===== src/hw/rtl/csvp_pkg.sv =====
// Shared types, codes and helpers of the CSV byte stream parser.
`timescale 1ns / 1ps
`default_nettype none

package csvp_pkg;

    localparam int CNT_W        = 32;
    localparam int NUM_COUNTERS = 4;
    localparam int CFG_INDEX_W  = 2;

    localparam logic [CNT_W-1:0] CNT_MAX = '1;

    // Result kinds
    localparam logic [1:0] KIND_BYTE      = 2'd0;
    localparam logic [1:0] KIND_FIELD_END = 2'd1;
    localparam logic [1:0] KIND_ROW_END   = 2'd2;

    // Row status codes
    localparam logic [2:0] ROW_DATA      = 3'd0;
    localparam logic [2:0] ROW_HEADER    = 3'd1;
    localparam logic [2:0] ROW_BLANK     = 3'd2;
    localparam logic [2:0] ROW_COMMENT   = 3'd3;
    localparam logic [2:0] ROW_MALFORMED = 3'd4;

    // Row counter slots
    localparam logic [1:0] CNT_DATA      = 2'd0;
    localparam logic [1:0] CNT_BLANK     = 2'd1;
    localparam logic [1:0] CNT_SKIPPED   = 2'd2;
    localparam logic [1:0] CNT_MALFORMED = 2'd3;

    // Configuration register indexes and reset values
    localparam logic [CFG_INDEX_W-1:0] CFG_DELIMITER = 2'd0;
    localparam logic [CFG_INDEX_W-1:0] CFG_HEADER    = 2'd1;
    localparam logic [7:0]             DELIMITER_RST = 8'd44;
    localparam logic                   HEADER_RST    = 1'b1;

    // Character codes
    localparam logic [7:0] CH_QUOTE = 8'h22;
    localparam logic [7:0] CH_HASH  = 8'h23;
    localparam logic [7:0] CH_CR    = 8'h0D;
    localparam logic [7:0] CH_LF    = 8'h0A;
    localparam logic [7:0] CH_SPACE = 8'h20;
    localparam logic [7:0] CH_TAB   = 8'h09;
    localparam logic [7:0] BOM_0    = 8'hEF;
    localparam logic [7:0] BOM_1    = 8'hBB;
    localparam logic [7:0] BOM_2    = 8'hBF;

    // Source of the byte fed to the field engine
    typedef enum logic [1:0] {
        FEED_BOM0,
        FEED_BOM1,
        FEED_RETURN,
        FEED_BYTE
    } feed_sel_t;

    // Commands from controller to datapath
    typedef struct packed {
        logic      latch;
        logic      feed;
        feed_sel_t feed_sel;
        logic      bom_step;
        logic      bom_finish;
        logic      set_return;
        logic      clear_return;
        logic      end_field;
        logic      end_row;
        logic      flush_out;
        logic      reset_file;
    } cmd_t;

    // Status from datapath to controller
    typedef struct packed {
        logic ready;
        logic end_flag;
        logic bom_done;
        logic bom_any;
        logic bom_two;
        logic bom_hit;
        logic held_return;
        logic byte_lf;
        logic byte_cr;
        logic feed_done;
        logic line_exists;
    } status_t;

    // One result transaction
    typedef struct packed {
        logic [1:0]       kind;
        logic [7:0]       field_byte;
        logic [2:0]       row_status;
        logic [CNT_W-1:0] line_number;
        logic [CNT_W-1:0] data_rows;
        logic [CNT_W-1:0] blank_rows;
        logic [CNT_W-1:0] skipped_rows;
        logic [CNT_W-1:0] malformed_rows;
        logic             trim_overflow;
    } result_t;

    function automatic logic [CNT_W-1:0] sat_inc(input logic [CNT_W-1:0] v);
        return (v == CNT_MAX) ? v : v + CNT_W'(1);
    endfunction

    function automatic logic [7:0] bom_byte(input logic [1:0] idx);
        logic [7:0] b;
        unique case (idx)
            2'd0:    b = BOM_0;
            2'd1:    b = BOM_1;
            2'd2:    b = BOM_2;
            default: b = BOM_0;
        endcase
        return b;
    endfunction

endpackage

`default_nettype wire


===== src/hw/rtl/csvp_datapath.sv =====
// Parser state, field engine, row counters and result staging of the CSV parser.
`timescale 1ns / 1ps
`default_nettype none

module csvp_datapath #(
    parameter int HELD_SPACE_MAX = 32
) (
    input  wire logic             clk,
    input  wire logic             rst_n,
    input  var  csvp_pkg::cmd_t   cmd,
    output csvp_pkg::status_t     status,
    input  wire logic [7:0]       delimiter,
    input  wire logic             header_present,
    input  wire logic [7:0]       data_byte,
    input  wire logic             stream_end,
    output logic                  out_valid,
    input  wire logic             out_stall,
    output csvp_pkg::result_t     out_result,
    output logic                  out_last
);

    localparam int CW = $clog2(HELD_SPACE_MAX + 1);
    localparam logic [CW-1:0] HELD_MAX_C = CW'(HELD_SPACE_MAX);

    // Latched input transaction
    logic [7:0] byte_reg, byte_next;
    logic       end_reg, end_next;

    // Parser state
    logic                      in_quote_reg, in_quote_next;
    logic                      quote_pending_reg, quote_pending_next;
    logic                      field_started_reg, field_started_next;
    logic [CW-1:0]             held_count_reg, held_count_next;
    logic [HELD_SPACE_MAX-1:0] held_kinds_reg, held_kinds_next;
    logic                      held_return_reg, held_return_next;
    logic [1:0]                bom_matched_reg, bom_matched_next;
    logic                      bom_done_reg, bom_done_next;
    logic                      line_open_reg, line_open_next;
    logic                      line_is_comment_reg, line_is_comment_next;
    logic                      line_nonblank_reg, line_nonblank_next;
    logic                      delimiter_seen_reg, delimiter_seen_next;
    logic                      field_overflowed_reg, field_overflowed_next;
    logic [csvp_pkg::CNT_W-1:0] line_count_reg, line_count_next;
    logic [csvp_pkg::CNT_W-1:0] cnt_reg  [csvp_pkg::NUM_COUNTERS];
    logic [csvp_pkg::CNT_W-1:0] cnt_next [csvp_pkg::NUM_COUNTERS];

    // Result staging: pending slot and output register
    logic                pend_valid_reg, pend_valid_next;
    csvp_pkg::result_t   pend_reg, pend_next;
    logic                out_valid_reg, out_valid_next;
    csvp_pkg::result_t   out_reg, out_next;
    logic                out_last_reg, out_last_next;

    // Field engine signals
    logic [7:0]        feed_byte;
    logic              is_ws;
    logic              is_tab;
    logic              comment_now;
    logic              act_content;
    logic              act_delim;
    logic              set_open;
    logic              set_qp;
    logic              flush_now;
    logic              out_free;
    logic              emit_valid;
    csvp_pkg::result_t emit_res;
    logic [1:0]        row_sel;
    logic [2:0]        row_code;

    // Select the byte fed to the engine
    always_comb
    begin
        unique case (cmd.feed_sel)
            csvp_pkg::FEED_BOM0:   feed_byte = csvp_pkg::BOM_0;
            csvp_pkg::FEED_BOM1:   feed_byte = csvp_pkg::BOM_1;
            csvp_pkg::FEED_RETURN: feed_byte = csvp_pkg::CH_CR;
            csvp_pkg::FEED_BYTE:   feed_byte = byte_reg;
        endcase
    end

    // Classify the fed byte against quoting and delimiter state
    always_comb
    begin
        is_ws       = (feed_byte == csvp_pkg::CH_SPACE) || (feed_byte == csvp_pkg::CH_TAB);
        is_tab      = (feed_byte == csvp_pkg::CH_TAB);
        comment_now = line_is_comment_reg || (!line_open_reg && feed_byte == csvp_pkg::CH_HASH);
        act_content = 1'b0;
        act_delim   = 1'b0;
        set_open    = 1'b0;
        set_qp      = 1'b0;
        if (!comment_now)
        begin
            priority if (quote_pending_reg && feed_byte == csvp_pkg::CH_QUOTE)
            begin
                act_content = 1'b1;
            end
            else if (in_quote_reg && !quote_pending_reg)
            begin
                if (feed_byte == csvp_pkg::CH_QUOTE)
                    set_qp = 1'b1;
                else
                    act_content = 1'b1;
            end
            else
            begin
                // outside quotes, or a pending quote that closes quoting
                priority if (feed_byte == csvp_pkg::CH_QUOTE)
                    set_open = 1'b1;
                else if (feed_byte == delimiter)
                    act_delim = 1'b1;
                else
                    act_content = 1'b1;
            end
        end
        flush_now = act_content && !is_ws && (held_count_reg != '0);
    end

    assign out_free = !out_valid_reg || !out_stall;

    // Next state of parser, counters and result staging
    always_comb
    begin
        byte_next             = byte_reg;
        end_next              = end_reg;
        in_quote_next         = in_quote_reg;
        quote_pending_next    = quote_pending_reg;
        field_started_next    = field_started_reg;
        held_count_next       = held_count_reg;
        held_kinds_next       = held_kinds_reg;
        held_return_next      = held_return_reg;
        bom_matched_next      = bom_matched_reg;
        bom_done_next         = bom_done_reg;
        line_open_next        = line_open_reg;
        line_is_comment_next  = line_is_comment_reg;
        line_nonblank_next    = line_nonblank_reg;
        delimiter_seen_next   = delimiter_seen_reg;
        field_overflowed_next = field_overflowed_reg;
        line_count_next       = line_count_reg;
        for (int i = 0; i < csvp_pkg::NUM_COUNTERS; i++)
            cnt_next[i] = cnt_reg[i];
        emit_valid = 1'b0;
        emit_res   = '0;
        row_sel    = csvp_pkg::CNT_DATA;
        row_code   = csvp_pkg::ROW_DATA;

        // Capture the accepted input transaction
        if (cmd.latch)
        begin
            byte_next = data_byte;
            end_next  = stream_end;
        end

        // Run one engine step on the fed byte
        if (cmd.feed)
        begin
            if (flush_now)
            begin
                // emit the oldest held whitespace byte
                emit_valid          = 1'b1;
                emit_res.kind       = csvp_pkg::KIND_BYTE;
                emit_res.field_byte = held_kinds_reg[0] ? csvp_pkg::CH_TAB : csvp_pkg::CH_SPACE;
                held_kinds_next     = held_kinds_reg >> 1;
                held_count_next     = held_count_reg - CW'(1);
            end
            else
            begin
                line_open_next = 1'b1;
                if (!is_ws)
                    line_nonblank_next = 1'b1;
                if (!line_open_reg && feed_byte == csvp_pkg::CH_HASH)
                    line_is_comment_next = 1'b1;
                if (!comment_now && quote_pending_reg)
                begin
                    quote_pending_next = 1'b0;
                    if (feed_byte != csvp_pkg::CH_QUOTE)
                        in_quote_next = 1'b0;
                end
                if (set_open)
                    in_quote_next = 1'b1;
                if (set_qp)
                    quote_pending_next = 1'b1;
                if (act_delim)
                begin
                    delimiter_seen_next    = 1'b1;
                    emit_valid             = 1'b1;
                    emit_res.kind          = csvp_pkg::KIND_FIELD_END;
                    emit_res.trim_overflow = field_overflowed_reg;
                    field_started_next     = 1'b0;
                    held_count_next        = '0;
                    held_kinds_next        = '0;
                    field_overflowed_next  = 1'b0;
                end
                if (act_content)
                begin
                    if (is_ws)
                    begin
                        // hold trailing whitespace, drop it once the buffer is full
                        if (field_started_reg)
                        begin
                            if (held_count_reg < HELD_MAX_C)
                            begin
                                for (int i = 0; i < HELD_SPACE_MAX; i++)
                                    if (held_count_reg == CW'(i))
                                        held_kinds_next[i] = is_tab;
                                held_count_next = held_count_reg + CW'(1);
                            end
                            else
                            begin
                                field_overflowed_next = 1'b1;
                            end
                        end
                    end
                    else
                    begin
                        field_started_next  = 1'b1;
                        emit_valid          = 1'b1;
                        emit_res.kind       = csvp_pkg::KIND_BYTE;
                        emit_res.field_byte = feed_byte;
                    end
                end
            end
        end

        // Close the field at line end
        if (cmd.end_field)
        begin
            if (!line_is_comment_reg)
            begin
                emit_valid             = 1'b1;
                emit_res.kind          = csvp_pkg::KIND_FIELD_END;
                emit_res.trim_overflow = field_overflowed_reg;
            end
            field_started_next    = 1'b0;
            held_count_next       = '0;
            held_kinds_next       = '0;
            field_overflowed_next = 1'b0;
        end

        // Classify the row, bump one counter and emit the row end
        if (cmd.end_row)
        begin
            line_count_next = csvp_pkg::sat_inc(line_count_reg);
            priority if (!line_nonblank_reg)
            begin
                row_code = csvp_pkg::ROW_BLANK;
                row_sel  = csvp_pkg::CNT_BLANK;
            end
            else if (line_is_comment_reg)
            begin
                row_code = csvp_pkg::ROW_COMMENT;
                row_sel  = csvp_pkg::CNT_SKIPPED;
            end
            else if (!delimiter_seen_reg)
            begin
                row_code = csvp_pkg::ROW_MALFORMED;
                row_sel  = csvp_pkg::CNT_MALFORMED;
            end
            else if (header_present && line_count_reg == '0)
            begin
                row_code = csvp_pkg::ROW_HEADER;
                row_sel  = csvp_pkg::CNT_SKIPPED;
            end
            else
            begin
                row_code = csvp_pkg::ROW_DATA;
                row_sel  = csvp_pkg::CNT_DATA;
            end
            for (int i = 0; i < csvp_pkg::NUM_COUNTERS; i++)
                if (row_sel == 2'(i))
                    cnt_next[i] = csvp_pkg::sat_inc(cnt_reg[i]);
            emit_valid              = 1'b1;
            emit_res.kind           = csvp_pkg::KIND_ROW_END;
            emit_res.row_status     = row_code;
            emit_res.line_number    = line_count_next;
            emit_res.data_rows      = cnt_next[csvp_pkg::CNT_DATA];
            emit_res.blank_rows     = cnt_next[csvp_pkg::CNT_BLANK];
            emit_res.skipped_rows   = cnt_next[csvp_pkg::CNT_SKIPPED];
            emit_res.malformed_rows = cnt_next[csvp_pkg::CNT_MALFORMED];
            in_quote_next         = 1'b0;
            quote_pending_next    = 1'b0;
            held_return_next      = 1'b0;
            line_open_next        = 1'b0;
            line_is_comment_next  = 1'b0;
            line_nonblank_next    = 1'b0;
            delimiter_seen_next   = 1'b0;
            field_started_next    = 1'b0;
            held_count_next       = '0;
            held_kinds_next       = '0;
            field_overflowed_next = 1'b0;
            bom_done_next         = 1'b1;
            bom_matched_next      = '0;
        end

        // Track the byte order mark prefix
        if (cmd.bom_step)
        begin
            if (bom_matched_reg == 2'd2)
            begin
                bom_done_next    = 1'b1;
                bom_matched_next = '0;
            end
            else
            begin
                bom_matched_next = bom_matched_reg + 2'd1;
            end
        end
        if (cmd.bom_finish)
        begin
            bom_done_next    = 1'b1;
            bom_matched_next = '0;
        end

        if (cmd.set_return)
            held_return_next = 1'b1;
        if (cmd.clear_return)
            held_return_next = 1'b0;

        // Drop all file state after a stream end
        if (cmd.reset_file)
        begin
            in_quote_next         = 1'b0;
            quote_pending_next    = 1'b0;
            field_started_next    = 1'b0;
            held_count_next       = '0;
            held_kinds_next       = '0;
            held_return_next      = 1'b0;
            bom_matched_next      = '0;
            bom_done_next         = 1'b0;
            line_open_next        = 1'b0;
            line_is_comment_next  = 1'b0;
            line_nonblank_next    = 1'b0;
            delimiter_seen_next   = 1'b0;
            field_overflowed_next = 1'b0;
            line_count_next       = '0;
            for (int i = 0; i < csvp_pkg::NUM_COUNTERS; i++)
                cnt_next[i] = '0;
        end
    end

    // Advance results: pending slot feeds the output register
    always_comb
    begin
        pend_valid_next = pend_valid_reg;
        pend_next       = pend_reg;
        out_valid_next  = out_valid_reg && out_stall;
        out_next        = out_reg;
        out_last_next   = out_last_reg;
        if (emit_valid)
        begin
            if (pend_valid_reg)
            begin
                out_next       = pend_reg;
                out_last_next  = 1'b0;
                out_valid_next = 1'b1;
            end
            pend_next       = emit_res;
            pend_valid_next = 1'b1;
        end
        else if (cmd.flush_out && pend_valid_reg)
        begin
            out_next        = pend_reg;
            out_last_next   = 1'b1;
            out_valid_next  = 1'b1;
            pend_valid_next = 1'b0;
        end
    end

    // Hold control state
    always_ff @(posedge clk or negedge rst_n)
    begin
        if (!rst_n)
        begin
            end_reg              <= 1'b0;
            in_quote_reg         <= 1'b0;
            quote_pending_reg    <= 1'b0;
            field_started_reg    <= 1'b0;
            held_count_reg       <= '0;
            held_kinds_reg       <= '0;
            held_return_reg      <= 1'b0;
            bom_matched_reg      <= '0;
            bom_done_reg         <= 1'b0;
            line_open_reg        <= 1'b0;
            line_is_comment_reg  <= 1'b0;
            line_nonblank_reg    <= 1'b0;
            delimiter_seen_reg   <= 1'b0;
            field_overflowed_reg <= 1'b0;
            line_count_reg       <= '0;
            for (int i = 0; i < csvp_pkg::NUM_COUNTERS; i++)
                cnt_reg[i] <= '0;
            pend_valid_reg       <= 1'b0;
            out_valid_reg        <= 1'b0;
        end
        else
        begin
            end_reg              <= end_next;
            in_quote_reg         <= in_quote_next;
            quote_pending_reg    <= quote_pending_next;
            field_started_reg    <= field_started_next;
            held_count_reg       <= held_count_next;
            held_kinds_reg       <= held_kinds_next;
            held_return_reg      <= held_return_next;
            bom_matched_reg      <= bom_matched_next;
            bom_done_reg         <= bom_done_next;
            line_open_reg        <= line_open_next;
            line_is_comment_reg  <= line_is_comment_next;
            line_nonblank_reg    <= line_nonblank_next;
            delimiter_seen_reg   <= delimiter_seen_next;
            field_overflowed_reg <= field_overflowed_next;
            line_count_reg       <= line_count_next;
            for (int i = 0; i < csvp_pkg::NUM_COUNTERS; i++)
                cnt_reg[i] <= cnt_next[i];
            pend_valid_reg       <= pend_valid_next;
            out_valid_reg        <= out_valid_next;
        end
    end

    // Hold payload
    always_ff @(posedge clk)
    begin
        byte_reg     <= byte_next;
        pend_reg     <= pend_next;
        out_reg      <= out_next;
        out_last_reg <= out_last_next;
    end

    // Report state to the controller
    always_comb
    begin
        status.ready       = out_free;
        status.end_flag    = end_reg;
        status.bom_done    = bom_done_reg;
        status.bom_any     = (bom_matched_reg != '0);
        status.bom_two     = (bom_matched_reg == 2'd2);
        status.bom_hit     = (byte_reg == csvp_pkg::bom_byte(bom_matched_reg));
        status.held_return = held_return_reg;
        status.byte_lf     = (byte_reg == csvp_pkg::CH_LF);
        status.byte_cr     = (byte_reg == csvp_pkg::CH_CR);
        status.feed_done   = !flush_now;
        status.line_exists = line_open_reg || held_return_reg
                             || (bom_done_reg && line_count_reg == '0);
    end

    assign out_valid  = out_valid_reg;
    assign out_result = out_reg;
    assign out_last   = out_last_reg;

    // A result that pushes the pending slot out needs a free output register
    a_push_needs_room: assert property (@(posedge clk) disable iff (!rst_n)
        (emit_valid && pend_valid_reg) |-> out_free)
        else $error("pending result pushed into a busy output register");

    a_flush_needs_room: assert property (@(posedge clk) disable iff (!rst_n)
        (cmd.flush_out && pend_valid_reg) |-> out_free)
        else $error("final result pushed into a busy output register");

    a_held_bound: assert property (@(posedge clk) disable iff (!rst_n)
        (held_count_reg <= HELD_MAX_C) && ((held_count_reg == '0) || field_started_reg))
        else $error("held whitespace count out of bound or without field content");

    a_quote_pending: assert property (@(posedge clk) disable iff (!rst_n)
        quote_pending_reg |-> in_quote_reg)
        else $error("quote pending outside quoting");

endmodule

`default_nettype wire


===== src/hw/rtl/csvp_ctrl.sv =====
// Sequencing state machine of the CSV parser: one input transaction at a time.
`timescale 1ns / 1ps
`default_nettype none

module csvp_ctrl (
    input  wire logic          clk,
    input  wire logic          rst_n,
    input  wire logic          in_valid,
    output logic               in_stall,
    input  var  csvp_pkg::status_t status,
    output csvp_pkg::cmd_t     cmd
);

    typedef enum logic [3:0] {
        S_IDLE,
        S_DECIDE,
        S_REP0,
        S_REP1,
        S_AFTER,
        S_CR,
        S_BYTE,
        S_ENDCHK,
        S_EFIELD,
        S_EROW,
        S_DONE
    } state_t;

    state_t state_reg, state_next;
    logic   in_stall_reg, in_stall_next;

    // Decode state into commands and the next state
    always_comb
    begin
        cmd        = '0;
        state_next = state_reg;
        unique case (state_reg)
            S_IDLE:
            begin
                if (in_valid)
                begin
                    cmd.latch  = 1'b1;
                    state_next = S_DECIDE;
                end
            end
            S_DECIDE:
            begin
                if (status.ready)
                begin
                    priority if (status.end_flag)
                    begin
                        state_next = (!status.bom_done && status.bom_any) ? S_REP0 : S_ENDCHK;
                    end
                    else if (!status.bom_done)
                    begin
                        priority if (status.bom_hit)
                        begin
                            cmd.bom_step = 1'b1;
                            state_next   = S_DONE;
                        end
                        else if (status.bom_any)
                        begin
                            state_next = S_REP0;
                        end
                        else
                        begin
                            cmd.bom_finish = 1'b1;
                            state_next     = S_AFTER;
                        end
                    end
                    else
                    begin
                        state_next = S_AFTER;
                    end
                end
            end
            S_REP0:
            begin
                if (status.ready)
                begin
                    cmd.feed     = 1'b1;
                    cmd.feed_sel = csvp_pkg::FEED_BOM0;
                    if (status.feed_done)
                    begin
                        if (status.bom_two)
                        begin
                            state_next = S_REP1;
                        end
                        else
                        begin
                            cmd.bom_finish = 1'b1;
                            state_next     = status.end_flag ? S_ENDCHK : S_AFTER;
                        end
                    end
                end
            end
            S_REP1:
            begin
                if (status.ready)
                begin
                    cmd.feed     = 1'b1;
                    cmd.feed_sel = csvp_pkg::FEED_BOM1;
                    if (status.feed_done)
                    begin
                        cmd.bom_finish = 1'b1;
                        state_next     = status.end_flag ? S_ENDCHK : S_AFTER;
                    end
                end
            end
            S_AFTER:
            begin
                if (status.ready)
                begin
                    priority if (status.held_return)
                    begin
                        // a held CR is dropped before LF, otherwise replayed as data
                        cmd.clear_return = 1'b1;
                        state_next       = status.byte_lf ? S_EFIELD : S_CR;
                    end
                    else if (status.byte_lf)
                    begin
                        state_next = S_EFIELD;
                    end
                    else if (status.byte_cr)
                    begin
                        cmd.set_return = 1'b1;
                        state_next     = S_DONE;
                    end
                    else
                    begin
                        state_next = S_BYTE;
                    end
                end
            end
            S_CR:
            begin
                if (status.ready)
                begin
                    cmd.feed     = 1'b1;
                    cmd.feed_sel = csvp_pkg::FEED_RETURN;
                    if (status.feed_done)
                        state_next = S_AFTER;
                end
            end
            S_BYTE:
            begin
                if (status.ready)
                begin
                    cmd.feed     = 1'b1;
                    cmd.feed_sel = csvp_pkg::FEED_BYTE;
                    if (status.feed_done)
                        state_next = S_DONE;
                end
            end
            S_ENDCHK:
            begin
                if (status.ready)
                begin
                    cmd.clear_return = 1'b1;
                    state_next       = status.line_exists ? S_EFIELD : S_DONE;
                end
            end
            S_EFIELD:
            begin
                if (status.ready)
                begin
                    cmd.end_field = 1'b1;
                    state_next    = S_EROW;
                end
            end
            S_EROW:
            begin
                if (status.ready)
                begin
                    cmd.end_row = 1'b1;
                    state_next  = S_DONE;
                end
            end
            S_DONE:
            begin
                if (status.ready)
                begin
                    cmd.flush_out  = 1'b1;
                    cmd.reset_file = status.end_flag;
                    state_next     = S_IDLE;
                end
            end
            default:
            begin
                state_next = S_IDLE;
            end
        endcase
        in_stall_next = (state_next != S_IDLE);
    end

    // Hold state and the registered stall
    always_ff @(posedge clk or negedge rst_n)
    begin
        if (!rst_n)
        begin
            state_reg    <= S_IDLE;
            in_stall_reg <= 1'b0;
        end
        else
        begin
            state_reg    <= state_next;
            in_stall_reg <= in_stall_next;
        end
    end

    assign in_stall = in_stall_reg;

    // An accepted transaction blocks the input until its results are staged
    a_stall_after_accept: assert property (@(posedge clk) disable iff (!rst_n)
        (in_valid && !in_stall) |=> in_stall)
        else $error("input not stalled after an accepted transaction");

endmodule

`default_nettype wire


===== src/hw/rtl/csv_byte_stream_parser.sv =====
// Throughput: one input byte at a time; in_stall is raised after each accepted byte and held
// until the controller has fed it through the engine and staged its results, so a new byte
// is not taken before the last one is through. Latency: each result waits in a pending slot
// until the next result or the final flush moves it into the output register.
// Reset: asynchronous active low; clears parser state and counters, delimiter 44,
// header_present 1. An output stall holds the engine while the output register is full.
`timescale 1ns / 1ps
`default_nettype none

module csv_byte_stream_parser #(
    parameter int HELD_SPACE_MAX = 32
) (
    input  wire logic                            clk,
    input  wire logic                            rst_n,
    input  wire logic                            in_valid,
    output logic                                 in_stall,
    input  wire logic [7:0]                      data_byte,
    input  wire logic                            stream_end,
    output logic                                 out_valid,
    input  wire logic                            out_stall,
    output logic [1:0]                           kind,
    output logic [7:0]                           field_byte,
    output logic [2:0]                           row_status,
    output logic [31:0]                          line_number,
    output logic [31:0]                          data_rows,
    output logic [31:0]                          blank_rows,
    output logic [31:0]                          skipped_rows,
    output logic [31:0]                          malformed_rows,
    output logic                                 trim_overflow,
    output logic                                 last_of_run,
    input  wire logic                            cfg_valid,
    output logic                                 cfg_ready,
    input  wire logic [csvp_pkg::CFG_INDEX_W-1:0] cfg_index,
    input  wire logic [7:0]                      cfg_data
);

    logic [7:0]        delimiter_reg, delimiter_next;
    logic              header_present_reg, header_present_next;
    csvp_pkg::cmd_t    cmd;
    csvp_pkg::status_t status;
    csvp_pkg::result_t result;

    // Decode a configuration write transaction; unknown indexes are dropped
    always_comb
    begin
        delimiter_next      = delimiter_reg;
        header_present_next = header_present_reg;
        if (cfg_valid && cfg_ready)
        begin
            unique case (cfg_index)
                csvp_pkg::CFG_DELIMITER: delimiter_next      = cfg_data;
                csvp_pkg::CFG_HEADER:    header_present_next = cfg_data[0];
                default:
                begin
                    delimiter_next      = delimiter_reg;
                    header_present_next = header_present_reg;
                end
            endcase
        end
    end

    // Hold configuration
    always_ff @(posedge clk or negedge rst_n)
    begin
        if (!rst_n)
        begin
            delimiter_reg      <= csvp_pkg::DELIMITER_RST;
            header_present_reg <= csvp_pkg::HEADER_RST;
        end
        else
        begin
            delimiter_reg      <= delimiter_next;
            header_present_reg <= header_present_next;
        end
    end

    assign cfg_ready = 1'b1;

    csvp_ctrl u_ctrl (
        .clk      (clk),
        .rst_n    (rst_n),
        .in_valid (in_valid),
        .in_stall (in_stall),
        .status   (status),
        .cmd      (cmd)
    );

    csvp_datapath #(
        .HELD_SPACE_MAX (HELD_SPACE_MAX)
    ) u_datapath (
        .clk            (clk),
        .rst_n          (rst_n),
        .cmd            (cmd),
        .status         (status),
        .delimiter      (delimiter_reg),
        .header_present (header_present_reg),
        .data_byte      (data_byte),
        .stream_end     (stream_end),
        .out_valid      (out_valid),
        .out_stall      (out_stall),
        .out_result     (result),
        .out_last       (last_of_run)
    );

    // Spread the result transaction over its ports
    assign kind           = result.kind;
    assign field_byte     = result.field_byte;
    assign row_status     = result.row_status;
    assign line_number    = result.line_number;
    assign data_rows      = result.data_rows;
    assign blank_rows     = result.blank_rows;
    assign skipped_rows   = result.skipped_rows;
    assign malformed_rows = result.malformed_rows;
    assign trim_overflow  = result.trim_overflow;

endmodule

`default_nettype wire

===== config.mk =====
export PLATFORM = sky130hd
export DESIGN_NAME = csv_byte_stream_parser
export DESIGN_NICKNAME = d
export VERILOG_FILES = /design/src/hw/rtl/csvp_pkg.sv /design/src/hw/rtl/csvp_datapath.sv /design/src/hw/rtl/csvp_ctrl.sv /design/src/hw/rtl/csv_byte_stream_parser.sv
export SDC_FILE = /design/constraint.sdc
export NUM_CORES = 1
export LEC_CHECK = 0
export ABC_AREA = 1
export BUFFER_PORTS_ARGS = -buffer_cell sky130_fd_sc_hd__buf_2
export CORE_MARGIN = 5
export CORE_UTILIZATION = 55
export DETAILED_ROUTE_END_ITERATION = 8
export GPL_ROUTABILITY_DRIVEN = 0
export PLACE_DENSITY = 0.74
export SLEW_MARGIN = 20
export SYNTH_ARGS = -nofsm -noshare
export SYNTH_HDL_FRONTEND = slang
export SYNTH_SLANG_ARGS = --single-unit

===== constraint.sdc =====
create_clock -name clk -period 28.6 [get_ports clk]
set_input_delay 5.72 -clock clk [delete_from_list [all_inputs] [get_ports clk]]
set_output_delay 5.72 -clock clk [all_outputs]
set_load 0.01 [all_outputs]

---- After elaboration in Yosys (flattened, before gate mapping) ----
Cells that the tools add are included.
storage, ports and cells
  register bits ........................... 584
  bits of input ports ..................... 24
  output and inout port bits .............. 178
  logic and storage cells ................. 431
cells by class
  add/subtract/negate cells ............... 8
  magnitude comparators ................... 1
  equal/unequal tests ..................... 68
  muxes and demuxes ....................... 250
  bitwise operators ....................... 2
  reduce and logical (&&, ||, !) cells .... 55
operators with widths
  cell                                            number
  two-way mux 32 bit                              21
  two-way mux 174 bit                             3
  two-way mux 128 bit                             2
  adder 32 x 1 -> 32 bit (second input constant)  5
  == test 32 bit (second input constant)          5
  two-way mux 1 bit                               151
  == test 6 x 5 -> 1 bit (second input constant)  16
  two-way mux 4 bit                               23
  two-way mux 6 bit                               11
  == test 6 x 4 -> 1 bit (second input constant)  8
  two-way mux 2 bit                               22
  one-hot mux 4 bit (11 select lines)             1
  zero test 32 bit                                1
  one-hot mux 8 bit (4 select lines)              1
  two-way mux 10 bit                              3
  nonzero test 4 bit                              7
  == test 6 x 3 -> 1 bit (second input constant)  4
  == test 8 x 4 -> 1 bit (second input constant)  3
  == test 8 x 6 -> 1 bit (second input constant)  3
  two-way mux 3 bit                               7
  == test 4 x 3 -> 1 bit (second input constant)  4
  == test 8 bit                                   2
  one-hot mux 7 bit (2 select lines)              1
  == test 4 bit (second input constant)           3
  other kinds (32)                                77

---- Logic depth before layout (Yosys ltp) ----
  word-level depth ........................ 23
  gate-level depth with buffers ........... 20

---- Modules after synthesis ----
A second synthesis with hierarchy kept.
second synthesis, totals
  cells, all modules ...................... 3,372
  area total of the unflattened synthesis .. 29,455.8 um^2
by module, submodules not included
  module                  times used  cells each  area each (um^2)  sequential area each (um^2)
  csvp_datapath           1           3,188       28,264.6          16,050.4
  csvp_ctrl               1           141         797.0             125.1
  csv_byte_stream_parser  1           43          394.1             230.2

---- Least setup slack after synthesis ----
No wires, ideal clock.
  kind .................................... input to register
  from .................................... input port out_stall
  to ...................................... register u_datapath.out_last_reg (netlist: u_datapath.out_last), enable pin
  setup time .............................. 1,418 ps
  data arrival time ....................... 16,107 ps
  required time ........................... 27,182 ps
  slack ................................... 11,075 ps
  stages .................................. 15
  path buffers ............................ 0
  cell sequence ........................... nand2_1 > inv_2 > nor2_1 > nand2_1 > nand3_2 > nor2_2 > nand2_1 > nor2_4 > nor2_8 > nand2_2 > nor2_1 > nand2_1 > nand4_1 > nand2_1 > nand2_1
on the way
  longest elaborated chain between the ends .. 22
  elaborated cells between the ends (all ways) .. 52
  classes of those cells .................. eq/ne: 9; mux: 30; reduce/logical: 13
RTL lines
  element                                                                        RTL line                                             RTL
  start, declared                                                                csv_byte_stream_parser.sv:20                         input wire logic out_stall,
  zero test 1 bit *                                                              csvp_datapath.sv:118                                 assign out_free = !out_valid_reg || !out_stall;
  logical OR 1 bit *                                                             csvp_datapath.sv:118
  two-way mux 3 bit (on tied branches)                                           csvp_ctrl.sv:146, csvp_ctrl.sv:98, csvp_ctrl.sv:136
  one-hot mux 3 bit (4 select lines)                                             csvp_ctrl.sv:36                                      unique case (state_reg)
  == test 2 bit (tied with other cells)                                          csvp_datapath.sv:73                                  unique case (cmd.feed_sel)
  one-hot mux 8 bit (4 select lines)                                             csvp_datapath.sv:73
  == test 8 bit                                                                  csvp_datapath.sv:109                                 else if (feed_byte == delimiter)
  two-way mux 1 bit                                                              csvp_datapath.sv:109
  [7 not listed]                                                                 n/a
  two-way mux 1 bit                                                              csvp_datapath.sv:156                                 if (flush_now)
  two-way mux 1 bit                                                              csvp_datapath.sv:154                                 if (cmd.feed)
  two-way mux 1 bit                                                              csvp_datapath.sv:227                                 if (!line_is_comment_reg)
  two-way mux 1 bit                                                              csvp_datapath.sv:225                                 if (cmd.end_field)
  two-way mux 1 bit *                                                            csvp_datapath.sv:240                                 if (cmd.end_row)
  named net u_datapath.emit_valid                                                csvp_datapath.sv:65                                  logic emit_valid;
  != test 2 x 1 -> 1 bit (no line) / nonzero test 2 bit (equally long branches)  n/a
  AND reduction 2 bit (no line) *                                                n/a
  end signal, assigned                                                           csvp_datapath.sv:423                                 out_last_reg <= out_last_next;
  end, declared                                                                  csvp_datapath.sv:52                                  logic out_last_reg, out_last_next;
Mark *: on every way through the listed nets, which the timed path passes. The rest lies on a longest branch.
A chain may end at the register's enable or synchronous reset.

---- Final worst setup path ----
  from .................................... input port out_stall
  to ...................................... register u_datapath.out_reg (netlist bit u_datapath.out_result[17]), enable pin
on the way
  longest elaborated chain between the ends .. 22
  elaborated cells between the ends (all ways) .. 52
  classes of those cells .................. eq/ne: 9; mux: 30; reduce/logical: 13
RTL lines
  element                                                                        RTL line                                             RTL
  zero test 1 bit *                                                              csvp_datapath.sv:118
  logical OR 1 bit *                                                             csvp_datapath.sv:118
  two-way mux 3 bit (on tied branches)                                           csvp_ctrl.sv:146, csvp_ctrl.sv:98, csvp_ctrl.sv:136
  one-hot mux 3 bit (4 select lines)                                             csvp_ctrl.sv:36
  == test 2 bit (tied with other cells)                                          csvp_datapath.sv:73
  one-hot mux 8 bit (4 select lines)                                             csvp_datapath.sv:73
  == test 8 bit                                                                  csvp_datapath.sv:109
  two-way mux 1 bit                                                              csvp_datapath.sv:109
  [7 not listed]                                                                 n/a
  two-way mux 1 bit                                                              csvp_datapath.sv:156
  two-way mux 1 bit                                                              csvp_datapath.sv:154
  two-way mux 1 bit                                                              csvp_datapath.sv:227
  two-way mux 1 bit                                                              csvp_datapath.sv:225
  two-way mux 1 bit *                                                            csvp_datapath.sv:240
  named net u_datapath.emit_valid                                                csvp_datapath.sv:65
  != test 2 x 1 -> 1 bit (no line) / nonzero test 2 bit (equally long branches)  n/a
  AND reduction 2 bit (no line) *                                                n/a
  end signal, assigned                                                           csvp_datapath.sv:422                                 out_reg <= out_next;
  end, declared                                                                  csvp_datapath.sv:51                                  csvp_pkg::result_t out_reg, out_next;
Marks and branches as above.

==> flow_summary.ini <==
[synth]
ys_seq_area_share_pct = 59.4
yosys.area_share.simple_pct = 22.2
muxShareOfSynthArea_pct = 0.118
ys.flop_type = edfxtp_1
synth_top_family_by_area = simple AND/OR/NAND/NOR gates
synth_area_mm2 = 0.0276
synth_nets = 2975
synth-xor-area-share_pct = 4.09
synth-edff-count = 357
yosysUniqueCellTypes = 52
synth_compound_area_share_pct = 7.33
synth_fa_ha_area_share_pct = 0.634
synth_cells = 2937
async_flop_share_pct = 38.9
synth-seq-cells = 584
yosysWarnings = 0
synth.avg_cell_area_um2 = 9.41

[placed_design]
place_area_mm2 = 0.0292
place_ws_ps = 17430
dpl.cell_count = 3718
port_buffers = 200
hpwlAfterDp_um = 43200

[critical_path]
reg2reg_depth = 17
startpoint = out_stall
critPathMaxFanout = 67
endpoint = u_datapath.out_result[17]$_DFFE_PP_
crit_required_ps = 28820
rr_startpoint = u_datapath.out_valid$_DFF_PN0_
rr_endpoint = u_datapath.out_result[17]$_DFFE_PP_
setup.worst_path.class = in2reg
startpoint_type = input port
arrival_ps = 10880
r2r_slack_ps = 22750
crit_path_end_kind = flip-flop

[final_layout]
antennaDiodeCount = 0
area_growth_pct = 13.4
layout-drive-gt1-share_pct = 12.0
design_area_mm2 = 0.0313
final_cells = 3830
fin_nets = 3146
seq_area_mm2 = 0.0164
fill_cells = 3995
multi_input_area_mm2 = 0.00951

[grt]
grt_max_degree = 176
grtUsageTotal_pct = 23.6
antenna_found_initial = 0
grt_overflow = 0
grt_pass1_vias = 20837
grt_pass1_wl_um = 107000

[power_and_ir_drop]
swShare_pct = 34.4
p_clk_share_pct = 25.8
comb_power_share_pct = 27.3
cellInternalPower_w = 0.00212
p_per_area_mw_per_mm2 = 103
p_leak_nw = 12.5
switchingPower_w = 0.00111
ir_drop_v = 0.000110
seq_power_share_pct = 46.9

[clock_network]
hold_buffers = 0
clock_latency_ps = 630
htree_levels = 2
clk_pin_slew_ps = 70
cts_resized = 0
cts_sinks = 584
cts.path.max_buffers = 3
cts_tree = done
cts_buffers = 58
postCtsSetupBuffers = 0
cts_root_buf = clkbuf_16

[drt]
antenna_left = 0
drt-wirelength-per-cell_um = 17.0
drc = 1
drt_wl_total_um = 65100
drt_iter0_markers = 2537
avgViaCountPerCell = 5.66
drtPass1Iterations = 9
vias = 21686

[floorplanning]
pin_count = 202
row_count = 82
fp.dieArea_mm2 = 0.0548
die_y_um = 234
core-area_mm2 = 0.0500
die_w_um = 234
initial_core_util_pct = 55.3

[sta]
slew_headroom_pct = 25.5
final-max-slew-violation-count = 0
setup_viol = 0
tightest_slew_ps = 1120
rsz0062_at_grt = no
period_minus_slack_ps = 10660
hold_violations = 0
tns_ps = 0
setup_ws_ps = 17940
max_freq_mhz = 93.8
fin_skew_ps = 36.7
finalCritPeriodShare_pct = 37.3

[hold_path]
hp-class = reg2reg

[run_status]
run_status = finished with violations
violations = design-rule violations

[run]
drv_cap = 0
-- power groups by stage --
| stage | sequential (W) | clock, W | combinational, W |
|---|---|---|---|
| floorplan | 0.00165 | 0 | 0.000494 |
| global placement | 0.00152 | 0 | 0.000858 |
| detailed placement | 0.00153 | 0 | 0.000878 |
| CTS | 0.00152 | 0.000846 | 0.000883 |
| global route | 0.00154 | 0.000883 | 0.000979 |
| finish | 0.00151 | 0.000832 | 0.000883 |
-- cells in the final DEF (no fill, tap or decap), types with 5 or more instances in the layout --
cell	n
nand2_1	569
edfxtp_1	357
nor2_1	354
inv_1	320
nand3_1	225
dfrtp_1	223
buf_2	199
o21ai_0	195
xor2_1	114
nor3_1	102
o22ai_1	73
clkbuf_16	61
nand4_1	57
a21oi_1	51
nor4_1	44
o211ai_1	21
xnor2_1	15
ha_1	14
inv_2	12
bufinv_16	11
buf_4	11
clkinv_2	10
clkbuf_1	10
clkinv_1	9
or2_2	9
o21ai_1	9
nor2_2	8
nand2_2	7
o21bai_1	6
nor2_4	5
inv_6	5
-- how the worst min path moves through the flow --
| stage | from | end | cells past startpoint |
|---|---|---|---|
| global placement | u_datapath.pend_reg[20]$_SDFFCE_PN0P_ | u_datapath.out_result[20]$_DFFE_PP_ | 0 |
| CTS | u_datapath.pend_reg[23]$_SDFFCE_PN0P_ | u_datapath.out_result[23]$_DFFE_PP_ | 0 |
| floorplan | u_datapath.pend_reg[0]$_DFFE_PP_ | u_datapath.out_result[0]$_DFFE_PP_ | 0 |
| global route | u_datapath.pend_reg[53]$_SDFFCE_PN0P_ | u_datapath.out_result[53]$_DFFE_PP_ | 0 |
| detailed placement | u_datapath.pend_reg[102]$_SDFFCE_PN0P_ | u_datapath.out_result[102]$_DFFE_PP_ | 0 |
| finish | u_datapath.pend_reg[95]$_SDFFCE_PN0P_ | u_datapath.out_result[95]$_DFFE_PP_ | 0 |
-- per-stage QoR --
| stage | hold WS (ps) | power, W | util (%) |
|---|---|---|---|
| floorplan | 400 | 0.00214 | - |
| global placement | 402 | 0.00238 | 58.4 |
| detailed placement | 405 | 0.00241 | 58.4 |
| CTS | 402 | 0.00325 | 62.6 |
| global route | 419 | 0.00341 | 62.7 |
| finish | 403 | 0.00323 | 62.7 |
-- cells by family (layout without fill, tap and decap cells) --
family          after synthesis  after routing
simple gates               1397           1397
flops                       584            584
buf+inv                     444            665
compound gates              365            365
xor+xnor                    129            129
fa+ha+maj                    14             14
mux                           3              3
other cells                   1              1
-- Yosys cell counts, types with 2 or more instances --
master | instances | area, um2
nor2_2 | 8 | 50.1
buf_4 | 6 | 45.0
nand3b_1 | 2 | 15.0
ha_1 | 14 | 175
dfstp_2 | 4 | 105
clkbuf_1 | 81 | 304
nor2_1 | 354 | 1330
inv_2 | 11 | 41.3
nand3_2 | 3 | 30.0
xor2_1 | 114 | 998
xnor2_1 | 15 | 131
o211ai_1 | 21 | 158
nor4_1 | 44 | 275
edfxtp_1 | 357 | 10700
nor3_1 | 102 | 510
o21bai_1 | 6 | 45.0
inv_1 | 322 | 1210
a21oi_1 | 51 | 255
o21ai_0 | 195 | 976
nand4_1 | 57 | 357
clkinv_1 | 7 | 26.3
buf_1 | 5 | 18.8
nor2_4 | 5 | 56.3
buf_6 | 5 | 56.3
or2_2 | 9 | 56.3
nor3_2 | 2 | 20.0
nand3_1 | 225 | 1130
o21ai_1 | 9 | 45.0
buf_2 | 6 | 30.0
dfrtp_1 | 223 | 5580
mux2_2 | 2 | 22.5
nand4_4 | 2 | 42.5
a31oi_1 | 2 | 12.5
nand2_2 | 7 | 43.8
o22ai_1 | 73 | 457
nand2_1 | 572 | 2150
-- layer usage --
| layer | track usage, % | part of all wire (%) |
|---|---|---|
| met5 | 0 | 0 |
| met4 | 7.05 | 2.7 |
| met3 | 3.78 | 7.8 |
| met2 | 37.3 | 46 |
| met1 | 34.2 | 43 |
-- critical path, stage by stage --
cell and delay, ps:
buf_2 100, nand2_1 700, inv_2 290, nor2_1 220
nand2_1 140, nand3_2 170, inv_2 50, nand2_1 70
nand2_2 110, nor2_8 180, nand2_2 80, nor2_1 210
nand2_1 170, nand4_1 290, nand2_1 170, nand2_4 530
buf_4 720, buf_4 790
-- final cells by class --
class | count | share of cell area [%]
clock buffers | 75 | 5.17
clock inverters | 35 | 1.60
inverters | 341 | 4.11
multi-input cells | 1909 | 30.4
flip-flops and latches | 584 | 52.3
well taps | 672 | 2.68
repair buffers | 214 | 3.73
(Power assumes the default switching activity.)
